--- src/rtl/core/mse_pkg.sv ---
// ----------------------------------------------------------------------------
// mse_pkg
// shared widths, opcodes, command types for the mse loss/gradient unit
// ----------------------------------------------------------------------------
package mse_pkg;

  localparam int unsigned DataW = 32;  // q16.16 element width
  localparam int unsigned CfgW  = 21;  // element count register width
  localparam int unsigned SumW  = 64;  // square sum width

  // request opcodes
  localparam logic OP_FWD = 1'b0;
  localparam logic OP_BWD = 1'b1;

  // result kinds
  localparam logic RES_LOSS = 1'b0;
  localparam logic RES_GRAD = 1'b1;

  // classified work handed from front to back
  typedef enum logic [1:0] {
    CMD_ACC  = 2'd0,  // forward element, sum only
    CMD_LAST = 2'd1,  // forward element that closes the tensor
    CMD_GRAD = 2'd2   // backward element
  } cmd_kind_e;

  typedef struct packed {
    cmd_kind_e          kind;
    logic [DataW-1:0]   d_mag;   // |a - b|
    logic [DataW-1:0]   g_mag;   // |g| for backward, |a - b| for forward
    logic               neg;     // sign of g*(a-b)
    logic [DataW-1:0]   grad_a;
    logic [DataW-1:0]   grad_b;
  } cmd_t;

endpackage

--- src/rtl/core/mse_in_if.sv ---
// ----------------------------------------------------------------------------
// mse_in_if
// element request channel: one prediction/target pair plus gradients
// ----------------------------------------------------------------------------
interface mse_in_if;
  logic                              valid;
  logic                              ready;
  logic                              opcode;
  logic signed [mse_pkg::DataW-1:0]  a_value;
  logic signed [mse_pkg::DataW-1:0]  b_value;
  logic signed [mse_pkg::DataW-1:0]  upstream_grad;
  logic signed [mse_pkg::DataW-1:0]  grad_a_in;
  logic signed [mse_pkg::DataW-1:0]  grad_b_in;

  modport source (
    output valid, opcode, a_value, b_value, upstream_grad, grad_a_in, grad_b_in,
    input  ready
  );
  modport sink (
    input  valid, opcode, a_value, b_value, upstream_grad, grad_a_in, grad_b_in,
    output ready
  );
endinterface

--- src/rtl/core/mse_out_if.sv ---
// ----------------------------------------------------------------------------
// mse_out_if
// result channel: loss or updated gradient pair
// ----------------------------------------------------------------------------
interface mse_out_if;
  logic                              valid;
  logic                              ready;
  logic                              result_kind;
  logic        [mse_pkg::DataW-1:0]  loss_value;
  logic signed [mse_pkg::DataW-1:0]  new_grad_a;
  logic signed [mse_pkg::DataW-1:0]  new_grad_b;

  modport source (
    output valid, result_kind, loss_value, new_grad_a, new_grad_b,
    input  ready
  );
  modport sink (
    input  valid, result_kind, loss_value, new_grad_a, new_grad_b,
    output ready
  );
endinterface

--- src/rtl/core/mse_cfg_if.sv ---
// ----------------------------------------------------------------------------
// mse_cfg_if
// configuration write channel for the element count register
// ----------------------------------------------------------------------------
interface mse_cfg_if;
  logic                       valid;
  logic                       ready;
  logic [mse_pkg::CfgW-1:0]   data;

  modport source (output valid, data, input ready);
  modport sink (input valid, data, output ready);
endinterface

--- src/rtl/core/mse_loss_forward_backward_unit.sv ---
// ----------------------------------------------------------------------------
// mse_loss_forward_backward_unit
// streamed mean squared error loss (forward) and gradient update (backward)
// ----------------------------------------------------------------------------
//
//  channel   dir   modport   carries
//  -------   ---   -------   ---------------------------------------------
//  in_i      in    sink      opcode, a/b values, upstream grad, grad a/b in
//  cfg_i     in    sink      element count (divisor n)
//  out_o     out   source    result kind, loss value, new grad a/b
//
//  forward elements that only accumulate retire at one per cycle while the
//  back is not dividing or holding a result; the queue and product register
//  lie before the sum. loss-emitting and backward elements go through the
//  bit-serial divider that produces one quotient bit per cycle
//  reset (async, active low) clears the sum, the element counter, the queue
//  and the result valid flag; the element count returns to 1
//  a 2-entry command queue lets the front keep accepting while the back
//  divides, and the result register lets the back finish while out_o stalls
//
module mse_loss_forward_backward_unit #(
  parameter int unsigned COUNT_BITS  = 20,
  parameter int unsigned FRAC_BITS   = 16,
  parameter int unsigned QUEUE_DEPTH = 2
) (
  input  logic        clk_i,
  input  logic        rst_ni,
  mse_in_if.sink      in_i,
  mse_cfg_if.sink     cfg_i,
  mse_out_if.source   out_o
);

  localparam int unsigned NumW = mse_pkg::SumW - FRAC_BITS;

  // front to queue
  logic                       cmd_push, cmd_full;
  mse_pkg::cmd_t              cmd_in;
  // queue to back
  logic                       cmd_pop, cmd_empty;
  mse_pkg::cmd_t              cmd_head;
  // element count, held by the front
  logic [mse_pkg::CfgW-1:0]   elem_count;
  // back to divider
  logic                       div_start, div_busy, div_done;
  logic [NumW-1:0]            div_num, div_quo;
  logic [mse_pkg::CfgW-1:0]   div_den;

  // request intake, counter and classification
  mse_front #(
    .COUNT_BITS (COUNT_BITS)
  ) u_front (
    .clk_i    (clk_i),
    .rst_ni   (rst_ni),
    .in_i     (in_i),
    .cfg_i    (cfg_i),
    .q_full_i (cmd_full),
    .push_o   (cmd_push),
    .cmd_o    (cmd_in),
    .count_o  (elem_count)
  );

  // decoupling queue
  mse_cmd_fifo #(
    .DEPTH (QUEUE_DEPTH)
  ) u_fifo (
    .clk_i   (clk_i),
    .rst_ni  (rst_ni),
    .push_i  (cmd_push),
    .cmd_i   (cmd_in),
    .full_o  (cmd_full),
    .pop_i   (cmd_pop),
    .cmd_o   (cmd_head),
    .empty_o (cmd_empty)
  );

  // shared divider for loss mean and gradient scaling
  mse_div #(
    .NUM_W (NumW),
    .DEN_W (mse_pkg::CfgW)
  ) u_div (
    .clk_i   (clk_i),
    .rst_ni  (rst_ni),
    .start_i (div_start),
    .num_i   (div_num),
    .den_i   (div_den),
    .busy_o  (div_busy),
    .done_o  (div_done),
    .quo_o   (div_quo)
  );

  // multiply-accumulate, result shaping, output register
  mse_back #(
    .FRAC_BITS (FRAC_BITS)
  ) u_back (
    .clk_i       (clk_i),
    .rst_ni      (rst_ni),
    .q_empty_i   (cmd_empty),
    .q_cmd_i     (cmd_head),
    .pop_o       (cmd_pop),
    .count_i     (elem_count),
    .div_start_o (div_start),
    .div_num_o   (div_num),
    .div_den_o   (div_den),
    .div_done_i  (div_done),
    .div_quo_i   (div_quo),
    .out_o       (out_o)
  );

`ifndef ASSERT_OFF
  // front must never push into a full queue
  a_push_not_full : assert property (@(posedge clk_i) disable iff (!rst_ni)
    cmd_push |-> !cmd_full)
    else $error("push into full command queue");

  // back must never pop an empty queue
  a_pop_not_empty : assert property (@(posedge clk_i) disable iff (!rst_ni)
    cmd_pop |-> !cmd_empty)
    else $error("pop from empty command queue");

  // a new division only starts once the divider is free
  a_div_free : assert property (@(posedge clk_i) disable iff (!rst_ni)
    div_start |-> !div_busy)
    else $error("divider restarted while busy");

  // a loss result carries zero gradients
  a_loss_clean : assert property (@(posedge clk_i) disable iff (!rst_ni)
    (out_o.valid && out_o.result_kind == mse_pkg::RES_LOSS) |->
      (out_o.new_grad_a == '0 && out_o.new_grad_b == '0))
    else $error("loss result with nonzero gradient fields");
`endif

endmodule

--- src/rtl/core/mse_front.sv ---
// ----------------------------------------------------------------------------
// mse_front
// accepts element requests, holds the element count, classifies each request
// ----------------------------------------------------------------------------
module mse_front #(
  parameter int unsigned COUNT_BITS = 20
) (
  input  logic                       clk_i,
  input  logic                       rst_ni,
  mse_in_if.sink                     in_i,
  mse_cfg_if.sink                    cfg_i,
  input  logic                       q_full_i,
  output logic                       push_o,
  output mse_pkg::cmd_t              cmd_o,
  output logic [mse_pkg::CfgW-1:0]   count_o
);

  localparam logic [32:0] CountCap = 33'(1) << COUNT_BITS;

  logic [mse_pkg::CfgW-1:0]  n_q, n_d;
  logic [mse_pkg::CfgW-1:0]  seen_q, seen_d, seen_inc;
  logic [32:0]               diff, d_abs, g_ext, g_abs;
  logic                      last;

  // count register stores the effective divisor
  assign cfg_i.ready = 1'b1;

  always_comb begin
    n_d = n_q;
    if (cfg_i.valid) begin
      if (cfg_i.data == '0) begin
        n_d = mse_pkg::CfgW'(1);
      end else if ({12'b0, cfg_i.data} > CountCap) begin
        n_d = CountCap[mse_pkg::CfgW-1:0];
      end else begin
        n_d = cfg_i.data;
      end
    end
  end

  assign in_i.ready = !q_full_i;
  assign push_o     = in_i.valid && !q_full_i;

  // magnitudes and product sign
  assign diff  = {in_i.a_value[31], in_i.a_value} - {in_i.b_value[31], in_i.b_value};
  assign d_abs = diff[32] ? (33'd0 - diff) : diff;
  assign g_ext = {in_i.upstream_grad[31], in_i.upstream_grad};
  assign g_abs = g_ext[32] ? (33'd0 - g_ext) : g_ext;

  assign seen_inc = seen_q + mse_pkg::CfgW'(1);
  assign last     = seen_inc >= n_q;

  always_comb begin
    cmd_o.d_mag  = d_abs[31:0];
    cmd_o.neg    = (in_i.upstream_grad[31] != diff[32]) &&
                   (in_i.upstream_grad != '0) && (diff != '0);
    cmd_o.grad_a = in_i.grad_a_in;
    cmd_o.grad_b = in_i.grad_b_in;
    if (in_i.opcode == mse_pkg::OP_BWD) begin
      cmd_o.kind  = mse_pkg::CMD_GRAD;
      cmd_o.g_mag = g_abs[31:0];
    end else begin
      cmd_o.kind  = last ? mse_pkg::CMD_LAST : mse_pkg::CMD_ACC;
      cmd_o.g_mag = d_abs[31:0];
    end
  end

  always_comb begin
    seen_d = seen_q;
    if (push_o && in_i.opcode == mse_pkg::OP_FWD) begin
      seen_d = last ? '0 : seen_inc;
    end
  end

  always_ff @(posedge clk_i or negedge rst_ni) begin
    if (!rst_ni) begin
      n_q    <= mse_pkg::CfgW'(1);
      seen_q <= '0;
    end else begin
      n_q    <= n_d;
      seen_q <= seen_d;
    end
  end

  assign count_o = n_q;

endmodule

--- src/rtl/core/mse_cmd_fifo.sv ---
// ----------------------------------------------------------------------------
// mse_cmd_fifo
// short command queue between front and back
// ----------------------------------------------------------------------------
module mse_cmd_fifo #(
  parameter int unsigned DEPTH = 2
) (
  input  logic            clk_i,
  input  logic            rst_ni,
  input  logic            push_i,
  input  mse_pkg::cmd_t   cmd_i,
  output logic            full_o,
  input  logic            pop_i,
  output mse_pkg::cmd_t   cmd_o,
  output logic            empty_o
);

  localparam int unsigned PtrW = $clog2(DEPTH);
  localparam int unsigned CntW = $clog2(DEPTH + 1);

  mse_pkg::cmd_t    mem_q [DEPTH];
  logic [PtrW-1:0]  wr_ptr_q, rd_ptr_q;
  logic [CntW-1:0]  cnt_q, cnt_d;

  always_comb begin
    unique case ({push_i, pop_i})
      2'b10:   cnt_d = cnt_q + CntW'(1);
      2'b01:   cnt_d = cnt_q - CntW'(1);
      2'b11:   cnt_d = cnt_q;
      default: cnt_d = cnt_q;
    endcase
  end

  always_ff @(posedge clk_i or negedge rst_ni) begin
    if (!rst_ni) begin
      wr_ptr_q <= '0;
      rd_ptr_q <= '0;
      cnt_q    <= '0;
    end else begin
      cnt_q <= cnt_d;
      if (push_i) begin
        wr_ptr_q <= (wr_ptr_q == PtrW'(DEPTH - 1)) ? '0 : wr_ptr_q + PtrW'(1);
      end
      if (pop_i) begin
        rd_ptr_q <= (rd_ptr_q == PtrW'(DEPTH - 1)) ? '0 : rd_ptr_q + PtrW'(1);
      end
    end
  end

  always_ff @(posedge clk_i) begin
    if (push_i) begin
      mem_q[wr_ptr_q] <= cmd_i;
    end
  end

  assign cmd_o   = mem_q[rd_ptr_q];
  assign full_o  = cnt_q == CntW'(DEPTH);
  assign empty_o = cnt_q == '0;

endmodule

--- src/rtl/core/mse_div.sv ---
// ----------------------------------------------------------------------------
// mse_div
// restoring divider, one quotient bit per cycle
// ----------------------------------------------------------------------------
module mse_div #(
  parameter int unsigned NUM_W = 48,
  parameter int unsigned DEN_W = 21
) (
  input  logic              clk_i,
  input  logic              rst_ni,
  input  logic              start_i,
  input  logic [NUM_W-1:0]  num_i,
  input  logic [DEN_W-1:0]  den_i,
  output logic              busy_o,
  output logic              done_o,
  output logic [NUM_W-1:0]  quo_o
);

  localparam int unsigned CntW = $clog2(NUM_W);

  logic [DEN_W-1:0]  rem_q, den_q;
  logic [NUM_W-1:0]  num_q;
  logic [CntW-1:0]   cnt_q;
  logic              busy_q, done_q;
  logic [DEN_W:0]    shifted, trial;
  logic              fits;

  assign shifted = {rem_q, num_q[NUM_W-1]};
  assign trial   = shifted - {1'b0, den_q};
  assign fits    = shifted >= {1'b0, den_q};

  always_ff @(posedge clk_i or negedge rst_ni) begin
    if (!rst_ni) begin
      busy_q <= 1'b0;
      done_q <= 1'b0;
      cnt_q  <= '0;
    end else begin
      done_q <= 1'b0;
      if (start_i) begin
        busy_q <= 1'b1;
        cnt_q  <= '0;
      end else if (busy_q) begin
        cnt_q <= cnt_q + CntW'(1);
        if (cnt_q == CntW'(NUM_W - 1)) begin
          busy_q <= 1'b0;
          done_q <= 1'b1;
        end
      end
    end
  end

  // remainder and shifting dividend/quotient word
  always_ff @(posedge clk_i) begin
    if (start_i) begin
      rem_q <= '0;
      num_q <= num_i;
      den_q <= den_i;
    end else if (busy_q) begin
      rem_q <= fits ? trial[DEN_W-1:0] : shifted[DEN_W-1:0];
      num_q <= {num_q[NUM_W-2:0], fits};
    end
  end

  assign busy_o = busy_q;
  assign done_o = done_q;
  assign quo_o  = num_q;

endmodule

--- src/rtl/core/mse_back.sv ---
// ----------------------------------------------------------------------------
// mse_back
// multiply, accumulate, divide and result register
// ----------------------------------------------------------------------------
module mse_back #(
  parameter int unsigned FRAC_BITS = 16
) (
  input  logic                                   clk_i,
  input  logic                                   rst_ni,
  input  logic                                   q_empty_i,
  input  mse_pkg::cmd_t                          q_cmd_i,
  output logic                                   pop_o,
  input  logic [mse_pkg::CfgW-1:0]               count_i,
  output logic                                   div_start_o,
  output logic [mse_pkg::SumW-FRAC_BITS-1:0]     div_num_o,
  output logic [mse_pkg::CfgW-1:0]               div_den_o,
  input  logic                                   div_done_i,
  input  logic [mse_pkg::SumW-FRAC_BITS-1:0]     div_quo_i,
  mse_out_if.source                              out_o
);

  localparam int unsigned NumW = mse_pkg::SumW - FRAC_BITS;

  typedef enum logic [2:0] {
    ST_RUN = 3'b001,
    ST_DIV = 3'b010,
    ST_RES = 3'b100
  } back_state_e;

  function automatic logic [31:0] sat32(input logic [36:0] v);
    logic [31:0] r;
    if (!v[36] && (v[35:31] != 5'b00000)) begin
      r = 32'h7FFF_FFFF;
    end else if (v[36] && (v[35:31] != 5'b11111)) begin
      r = 32'h8000_0000;
    end else begin
      r = v[31:0];
    end
    return r;
  endfunction

  back_state_e          state_q, state_d;
  logic                 prod_valid_q, prod_valid_d;
  logic [63:0]          prod_q, mul;
  mse_pkg::cmd_kind_e   kind_q;
  logic                 neg_q;
  logic [31:0]          ga_q, gb_q;
  logic [63:0]          sum_q, sum_d, sum_sat, prod_x2;
  logic [64:0]          sum_wide;
  logic                 out_valid_q, out_free, out_load;
  logic [31:0]          loss_sat;
  logic                 amt_over;
  logic [34:0]          amt;
  logic [35:0]          delta;
  logic [36:0]          sum_a, sum_b;

  assign sum_wide = {1'b0, sum_q} + {1'b0, prod_q};
  assign sum_sat  = sum_wide[64] ? '1 : sum_wide[63:0];
  assign prod_x2  = {prod_q[62:0], 1'b0};
  // 32 x 32 product, operands zero-extended to the full result width
  assign mul      = {32'b0, q_cmd_i.d_mag} * {32'b0, q_cmd_i.g_mag};
  assign out_free = !out_valid_q || out_o.ready;

  // result shaping from quotient
  assign loss_sat = (div_quo_i[NumW-1:32] != '0) ? 32'hFFFF_FFFF : div_quo_i[31:0];
  assign amt_over = (div_quo_i[NumW-1:35] != '0) || (div_quo_i[34] && (div_quo_i[33:0] != '0));
  assign amt      = amt_over ? (35'd1 << 34) : div_quo_i[34:0];
  assign delta    = neg_q ? (36'd0 - {1'b0, amt}) : {1'b0, amt};
  assign sum_a    = {{5{ga_q[31]}}, ga_q} + {delta[35], delta};
  assign sum_b    = {{5{gb_q[31]}}, gb_q} - {delta[35], delta};

  assign div_num_o = (kind_q == mse_pkg::CMD_LAST) ? sum_sat[63:FRAC_BITS]
                                                   : prod_x2[63:FRAC_BITS];
  assign div_den_o = count_i;

  always_comb begin
    state_d      = state_q;
    prod_valid_d = prod_valid_q;
    sum_d        = sum_q;
    pop_o        = 1'b0;
    div_start_o  = 1'b0;
    out_load     = 1'b0;
    unique case (state_q)
      ST_RUN: begin
        if (prod_valid_q) begin
          unique case (kind_q)
            mse_pkg::CMD_ACC: begin
              sum_d        = sum_sat;
              prod_valid_d = 1'b0;
            end
            mse_pkg::CMD_LAST: begin
              sum_d       = '0;
              div_start_o = 1'b1;
              state_d     = ST_DIV;
            end
            mse_pkg::CMD_GRAD: begin
              div_start_o = 1'b1;
              state_d     = ST_DIV;
            end
            default: prod_valid_d = 1'b0;
          endcase
        end
        // accumulate-only products retire here, so the next pair can follow
        if (!q_empty_i && (!prod_valid_q || kind_q == mse_pkg::CMD_ACC)) begin
          pop_o        = 1'b1;
          prod_valid_d = 1'b1;
        end
      end
      ST_DIV: begin
        if (div_done_i) begin
          state_d = ST_RES;
        end
      end
      ST_RES: begin
        if (out_free) begin
          out_load     = 1'b1;
          prod_valid_d = 1'b0;
          state_d      = ST_RUN;
        end
      end
      default: state_d = ST_RUN;
    endcase
  end

  always_ff @(posedge clk_i or negedge rst_ni) begin
    if (!rst_ni) begin
      state_q      <= ST_RUN;
      prod_valid_q <= 1'b0;
      sum_q        <= '0;
      out_valid_q  <= 1'b0;
    end else begin
      state_q      <= state_d;
      prod_valid_q <= prod_valid_d;
      sum_q        <= sum_d;
      if (out_load) begin
        out_valid_q <= 1'b1;
      end else if (out_o.ready) begin
        out_valid_q <= 1'b0;
      end
    end
  end

  always_ff @(posedge clk_i) begin
    if (pop_o) begin
      prod_q <= mul;
      kind_q <= q_cmd_i.kind;
      neg_q  <= q_cmd_i.neg;
      ga_q   <= q_cmd_i.grad_a;
      gb_q   <= q_cmd_i.grad_b;
    end
    if (out_load) begin
      if (kind_q == mse_pkg::CMD_LAST) begin
        out_o.result_kind <= mse_pkg::RES_LOSS;
        out_o.loss_value  <= loss_sat;
        out_o.new_grad_a  <= '0;
        out_o.new_grad_b  <= '0;
      end else begin
        out_o.result_kind <= mse_pkg::RES_GRAD;
        out_o.loss_value  <= '0;
        out_o.new_grad_a  <= sat32(sum_a);
        out_o.new_grad_b  <= sat32(sum_b);
      end
    end
  end

  assign out_o.valid = out_valid_q;

endmodule
--- src/flat_wrapper.sv ---
// flat-port wrapper written by rule: the top's interface ports become plain ports
module mse_loss_forward_backward_unit_flat 
#(
  parameter int unsigned COUNT_BITS  = 20,
  parameter int unsigned FRAC_BITS   = 16,
  parameter int unsigned QUEUE_DEPTH = 2
)
  (clk_i, rst_ni, in_i_valid, in_i_opcode, in_i_a_value, in_i_b_value, in_i_upstream_grad, in_i_grad_a_in, in_i_grad_b_in, in_i_ready, cfg_i_valid, cfg_i_data, cfg_i_ready, out_o_valid, out_o_result_kind, out_o_loss_value, out_o_new_grad_a, out_o_new_grad_b, out_o_ready);
  mse_in_if in_i_i ();
  mse_cfg_if cfg_i_i ();
  mse_out_if out_o_i ();
  input  logic clk_i;
  input  logic rst_ni;
  input wire logic [$bits(in_i_i.valid)-1:0] in_i_valid;
  input wire logic [$bits(in_i_i.opcode)-1:0] in_i_opcode;
  input wire logic [$bits(in_i_i.a_value)-1:0] in_i_a_value;
  input wire logic [$bits(in_i_i.b_value)-1:0] in_i_b_value;
  input wire logic [$bits(in_i_i.upstream_grad)-1:0] in_i_upstream_grad;
  input wire logic [$bits(in_i_i.grad_a_in)-1:0] in_i_grad_a_in;
  input wire logic [$bits(in_i_i.grad_b_in)-1:0] in_i_grad_b_in;
  output wire logic [$bits(in_i_i.ready)-1:0] in_i_ready;
  input wire logic [$bits(cfg_i_i.valid)-1:0] cfg_i_valid;
  input wire logic [$bits(cfg_i_i.data)-1:0] cfg_i_data;
  output wire logic [$bits(cfg_i_i.ready)-1:0] cfg_i_ready;
  output wire logic [$bits(out_o_i.valid)-1:0] out_o_valid;
  output wire logic [$bits(out_o_i.result_kind)-1:0] out_o_result_kind;
  output wire logic [$bits(out_o_i.loss_value)-1:0] out_o_loss_value;
  output wire logic [$bits(out_o_i.new_grad_a)-1:0] out_o_new_grad_a;
  output wire logic [$bits(out_o_i.new_grad_b)-1:0] out_o_new_grad_b;
  input wire logic [$bits(out_o_i.ready)-1:0] out_o_ready;
  assign in_i_i.valid = in_i_valid;
  assign in_i_i.opcode = in_i_opcode;
  assign in_i_i.a_value = in_i_a_value;
  assign in_i_i.b_value = in_i_b_value;
  assign in_i_i.upstream_grad = in_i_upstream_grad;
  assign in_i_i.grad_a_in = in_i_grad_a_in;
  assign in_i_i.grad_b_in = in_i_grad_b_in;
  assign in_i_ready = in_i_i.ready;
  assign cfg_i_i.valid = cfg_i_valid;
  assign cfg_i_i.data = cfg_i_data;
  assign cfg_i_ready = cfg_i_i.ready;
  assign out_o_valid = out_o_i.valid;
  assign out_o_result_kind = out_o_i.result_kind;
  assign out_o_loss_value = out_o_i.loss_value;
  assign out_o_new_grad_a = out_o_i.new_grad_a;
  assign out_o_new_grad_b = out_o_i.new_grad_b;
  assign out_o_i.ready = out_o_ready;
  mse_loss_forward_backward_unit #(.COUNT_BITS(COUNT_BITS), .FRAC_BITS(FRAC_BITS), .QUEUE_DEPTH(QUEUE_DEPTH)) u_core (.clk_i(clk_i), .rst_ni(rst_ni), .in_i(in_i_i), .cfg_i(cfg_i_i), .out_o(out_o_i));
endmodule
--- config.mk ---
export PLATFORM = sky130hd
export DESIGN_NAME = mse_loss_forward_backward_unit_flat
export DESIGN_NICKNAME = d
export VERILOG_FILES = /design/src/rtl/core/mse_pkg.sv /design/src/rtl/core/mse_in_if.sv /design/src/rtl/core/mse_out_if.sv /design/src/rtl/core/mse_cfg_if.sv /design/src/rtl/core/mse_loss_forward_backward_unit.sv /design/src/rtl/core/mse_front.sv /design/src/rtl/core/mse_cmd_fifo.sv /design/src/rtl/core/mse_div.sv /design/src/rtl/core/mse_back.sv /design/src/flat_wrapper.sv
export SDC_FILE = /design/constraint.sdc
export NUM_CORES = 2
export LEC_CHECK = 0
export BUFFER_PORTS_ARGS = -buffer_cell sky130_fd_sc_hd__buf_2
export CAP_MARGIN = 5
export CORE_MARGIN = 4
export CORE_UTILIZATION = 38
export DETAILED_ROUTE_END_ITERATION = 8
export PLACE_DENSITY = 0.6
export SETUP_SLACK_MARGIN = 0.05
export SYNTH_ARGS = -nofsm -noshare
export SYNTH_HDL_FRONTEND = slang
export SYNTH_SLANG_ARGS = --single-unit
--- constraint.sdc ---
create_clock -name clk_i -period 9.4 [get_ports clk_i]
set_input_delay 1.88 -clock clk_i [delete_from_list [all_inputs] [get_ports clk_i]]
set_output_delay 1.88 -clock clk_i [all_outputs]
set_load 0.005 [all_outputs]
* After elaboration in Yosys (flattened, before gate mapping)
Memory sizes are Yosys's and may differ from the RTL's.
Cells that the tools add are included.
** Storage, ports and cells
- Bits in registers :: 441
- Logic and storage cells :: 154
- Memories :: 1
- RAM bits :: 262
- Input bits :: 187
** Memories
- u_core.u_fifo.mem_q :: depth 2, width 131, read ports 1, clocked after Yosys merged registers in 0, write ports 1, line mse_cmd_fifo.sv:21 : mse_pkg::cmd_t mem_q [DEPTH];
** Operators by class
- Equal/unequal tests :: 16
- Reduce and logical (&&, ||, !) cells :: 40
- Bitwise logic cells :: 1
- Mux-type cells :: 52
- $lt $le $gt $ge :: 3
- Multipliers :: 1
- Add/sub/neg operators :: 14
** Operators with widths (number)
- two-way mux 32 bit :: 6
- two-way mux 48 bit :: 3
- case mux 64 bit (2 select lines) :: 1
- two-way mux 21 bit :: 4
- adder 64 x 64 -> 65 bit :: 1
- multiplier 32 x 32 -> 64 bit :: 1
- two-way mux 64 bit :: 1
- subtractor 1 x 32 -> 32 bit, first input constant :: 2
- two-way mux 31 bit :: 2
- adder 32 x 36 -> 37 bit :: 1
- subtractor 32 x 36 -> 37 bit :: 1
- two-way mux 36 bit :: 1
- subtractor 1 x 35 -> 36 bit, first input constant :: 1
- two-way mux 35 bit :: 1
- nonzero test 34 bit :: 1
- nonzero test 33 bit :: 1
- subtractor 32 x 32 -> 33 bit :: 1
- nonzero test 32 bit :: 1
- two-way mux 1 bit :: 23
- greater-or-equal comparator 22 x 21 -> 1 bit :: 1
- adder 21 x 1 -> 21 bit, second input constant :: 1
- greater-or-equal comparator 21 bit :: 1
- > comparator 21 bit, second input constant :: 1
- logical NOT 21 bit :: 1
- 34 further kinds :: 69

* Logic depth before layout (Yosys ltp)
- Depth in word-level cells :: 11
- Depth in mapped cells :: 34
- Mapped depth without buffers :: 29

* Hierarchy
A second synthesis with hierarchy kept.
** Second synthesis, totals
- Cells, all modules :: 7682
- Area total of the unflattened synthesis :: 75630.0 um2
** By module, submodules not included
- mse_back :: area each 53445.0 um2, times used 1, cells each 5854
- mse_cmd_fifo :: area each 9968.3 um2, times used 1, cells each 424
- mse_front :: area each 7155.6 um2, times used 1, cells each 985
- mse_div :: area each 5061.1 um2, times used 1, cells each 419

* Least setup slack after synthesis
OpenSTA, ideal clock, no wires.
- Kind :: register to register
- Start point :: reg u_core.u_fifo.rd_ptr_q
- End point :: reg u_core.u_back.prod_q[61], data pin
- Path buffers :: 5
- Period minus slack after synthesis :: 9.068 ns
- Path slack :: 0.332 ns
- Arrival time :: 8.806 ns
- Setup time :: 0.262 ns
- Data required time :: 9.138 ns
- Stages on the path, launching flop included :: 32
- Cells stage by stage :: dfrtp_1 -> clkbuf_1 -> clkbuf_1 -> buf_1 -> mux2i_1 -> clkbuf_1 -> nor2_1 -> fa_1 -> inv_1 -> fa_1 -> fa_1 -> fa_1 -> inv_1 -> fa_1 -> inv_1 -> fa_1 -> inv_1 -> fa_1 -> fa_1 -> ha_1 -> clkbuf_1 -> a21oi_1 -> o21ai_0 -> a311oi_1 -> o22ai_1 -> o211ai_1 -> a21oi_1 -> a31oi_1 -> o21ai_0 -> a2111oi_0 -> o21bai_1 -> xor2_1
** Between the ends
- Word-level cells in the longest chain between the ends :: 2
** Ends and longest elaborated chain
- from (decl) :: line mse_cmd_fifo.sv:22 : logic [PtrW-1:0] wr_ptr_q, rd_ptr_q;
- from (signal assigned) :: line mse_cmd_fifo.sv:45 : rd_ptr_q <= (rd_ptr_q == PtrW'(DEPTH - 1)) ? '0 : rd_ptr_q + PtrW'(1);
- memory read (2 x 131 bit)
- multiplier 32 x 32 -> 64 bit :: line mse_back.sv:61 : assign mul = {32'b0, q_cmd_i.d_mag} * {32'b0, q_cmd_i.g_mag};
- net u_core.u_back.mul[61] :: line mse_back.sv:44 : logic [63:0] prod_q, mul;
- to (signal assigned) :: line mse_back.sv:145 : prod_q <= mul;
- to (decl) :: line mse_back.sv:44
The timed path passes the listed nets, and every way through them passes these cells.
A chain may end at the register's enable or synchronous reset.

* Worst setup path after layout
- Start point :: reg u_core.u_fifo.rd_ptr_q
- End point :: reg u_core.u_back.prod_q[63], data pin
Same word-level chain as after synthesis.

==> flow_summary.yaml <==
routing:
  drc_errors: 0
  antenna_left: 0
  drt_iter0_drc: 4511
  highest_layer: "met5"
  wl_per_cell_um: 21.8
  wl_met2_um: 102000
  viasPerCell: 5.37
  wl_met3_um: 16400
  postRouteWirelength_um: 222000
  vias: 54800
  wl_met1_um: 95600
  drt-pass1-iter-count: 6
synth:
  synth-seq-cells: 703
  synth_top_family_by_area: "adder cells"
  synthesis.area_um2: 71900
  synth_flop_cell: "edfxtp_1"
  synth_top_area_share_pct: 25.1
  yosys.area.top_type: "fa_1"
  synth_area_leaders: "fa_1 25%, edfxtp_1 23%, ha_1 8.4%"
  yosysUniqueCellTypes: 101
  post_synth_xor_area_fraction_pct: 3.91
  synth-simple-area-share_pct: 12.9
  async_reset_ff_share_pct: 17.5
  syn_inst: 7396
  synth_fa_ha_area_share_pct: 33.5
  synth_edf_count: 559
  syn_area_per_cell_um2: 9.72
  synthMuxAreaShare_pct: 3.28
  synth_fp_nets: 8965
  synth_seq_area_share_pct: 28.2
  synth-compound-area-share_pct: 11.1
  synth-warning-count: 0
worst_setup_path:
  r2r_start: "u_core.u_fifo.rd_ptr_q$_DFFE_PN0P_"
  critPathKind: "register to register"
  slowest_delay_ns: 0.55
  crit_path_end_kind: "register"
  reg2reg_to: "u_core.u_back.prod_q[63]$_DFFE_PP_"
  reg2reg_setup_slack_ns: 0.40
  critical_path.most_common_cell: "fa_1"
  crit_fanout: 25
  cp.required_ns: 9.80
  start_kind: "register"
  worstPathArrival_ns: 9.40
  slowest_stage: "dfrtp_4"
  reg2regPathDepth: 33
floorplan:
  die_w_um: 443
  coreArea_um2: 188000
  die_h_um: 443
  start_util_pct: 38.3
  ios: 287
  die-area_um2: 196000
  num_rows: 159
grt:
  track_usage_pct: 22.3
  grt_pass1_wl_um: 340000
  overflow: 0
  grt_pass1_vias: 56400
  antenna_found_initial: 14
  grt_max_degree: 76
final_layout:
  final_core_util_pct: 42.6
  final_nets: 9194
  fin_area_um2: 80200
  multi_input_area_um2: 46800
  layout_commonest_cell: "inv_1"
  layout_common_cells: "1018 x inv_1, 909 x nor2_1, 901 x fa_1"
  area_growth_pct: 11.5
  drive_gt1_share_pct: 11.4
  seq_area_um2: 20300
  fill_cells: 18100
  instances_no_fill: 10200
clock_tree:
  cts_tree: "yes"
  cts_made_buffers: 80
  htree_levels: 3
  cts_root_buf: "clkbuf_16"
  clkLatencyLatePin_ns: 0.68
  cts_sinks: 703
  clk_pin_slew_ns: 0.06
  clock_path_buffers: 3
sta:
  tightest_slew_ns: 1.11
  finClkSkew_ns: 0.0461
  grt_setup_unrepaired: "false"
  finalHoldViolCount: 0
  setup_viol: 0
  finalCriticalPeriod_ns: 9.00
  relSlewSlack_pct: 23.6
  period_share_pct: 95.8
  finalSetupTns_ns: 0
  report.final.slew_viol_count: 0
  max_freq_ghz: 0.111
run_status:
  status: "completed"
place:
  dp.cells: 10000
  port_buffers: 285
  dp_hpwl_um: 177000
  gp_congestion: 0.964
  placed_area_um2: 77100
hold_path:
  hold_end: "u_core.u_div.den_q[7]$_DFFE_PP_"
  worstHoldStart: "u_core.u_front.count_o[7]$_DFFE_PN0P_"
  hold_depth: 0
  worstHoldPathType: "register to register"
run:
  drv_cap: 0
metal layers:
| metal | global-route usage (%) | vias up |
|---|---|---|
| li1 | - | 24900 |
| met1 | 30.2 | 27300 |
| met2 | 36.8 | 2114 |
| met3 | 3.94 | 362 |
| met4 | 6.29 | 12 |
| met5 | 0 | - |
cell usage after synthesis, drive strengths merged, types with 44 or more instances:
master / count
o21ai: 349
ha: 481
nand4: 45
a21oi: 375
o21bai: 44
nor3: 56
inv: 1029
mux2: 143
nor2: 913
dfrtp: 121
nand3: 69
fa: 901
nand2b: 46
clkbuf: 293
mux2i: 75
a21o: 141
xor2: 143
o31ai: 47
and3: 51
nand2: 741
edfxtp: 559
xnor2: 178
final cells by class:
class / count / share of cell area, %
multi-input combinational: 5335 / 58.4
sequential: 703 / 25.3
inverter: 1029 / 4.82
timing repair buffer: 476 / 3.98
tap: 2495 / 3.89
clock buffer: 96 / 2.60
clock inverter: 52 / 0.997
antenna: 2 / 0.00624
metrics by stage:
step           hold WS, ns  setup slack (ns)
6_report             0.444             0.398
5_1_grt              0.447            0.0469
3_3_place_gp         0.432             0.224
3_5_place_dp         0.432             0.195
4_1_cts              0.438             0.158
2_1_floorplan        0.425             0.332
flip-flops by register name, indices dropped and copies added, names as in the netlist, 2 cells and up:
name                            count
u_core.u_back.ga_q                 32
u_core.u_back.gb_q                 32
u_core.u_back.kind_q                2
u_core.u_back.out_o.loss_value     32
u_core.u_back.out_o.new_grad_a     32
u_core.u_back.out_o.new_grad_b     32
u_core.u_back.prod_q               64
u_core.u_back.state_q               3
u_core.u_back.sum_q                64
u_core.u_div.cnt_q                  6
u_core.u_div.den_q                 21
u_core.u_div.quo_o                 48
u_core.u_div.rem_q                 21
u_core.u_fifo.cnt_q                 2
u_core.u_fifo.mem_q               262
u_core.u_front.count_o             21
u_core.u_front.seen_q              21
critical path: cells and delay by family, from the launching register on:
family	cells	cell delay [ns]
mux	1	0.21
simple gates	2	0.33
compound gates	9	1.71
xor+xnor	1	0.14
flops	1	0.55
fa+ha+maj	9	4.31
buf+inv	11	1.42
cell families after synthesis:
| logic type | Yosys count |
|---|---|
| AO/OA/AOI/OAI | 1274 |
| other | 1 |
| multiplexers | 218 |
| AND/OR/NAND/NOR | 2138 |
| XOR/XNOR | 321 |
| buffers and inverters | 1358 |
| flip-flops | 703 |
| adder cells (fa/ha/maj) | 1383 |
how the worst max path moves through the flow:
stage                                                   from                            endpoint  slack [ns]
final                     u_core.u_fifo.rd_ptr_q$_DFFE_PN0P_  u_core.u_back.prod_q[63]$_DFFE_PP_        0.40
after CTS                 u_core.u_fifo.rd_ptr_q$_DFFE_PN0P_  u_core.u_back.prod_q[63]$_DFFE_PP_        0.16
after global routing      u_core.u_fifo.rd_ptr_q$_DFFE_PN0P_  u_core.u_back.prod_q[63]$_DFFE_PP_        0.05
after global placement    u_core.u_fifo.rd_ptr_q$_DFFE_PN0P_  u_core.u_back.prod_q[60]$_DFFE_PP_        0.22
after detailed placement  u_core.u_fifo.rd_ptr_q$_DFFE_PN0P_  u_core.u_back.prod_q[63]$_DFFE_PP_        0.20
after floorplan           u_core.u_fifo.rd_ptr_q$_DFFE_PN0P_  u_core.u_back.prod_q[61]$_DFFE_PP_        0.33
what timing repair did:
item | CTS | global route
setup buffers | 0 | 8
gates resized for setup | 0 | 12
endpoints found under the setup margin | 0 | 9
hold buffers | 0 | 0
Power is left out: the tool's default activity adds up to more than one toggle a clock period on the data nets, which glitch-free logic cannot reach.
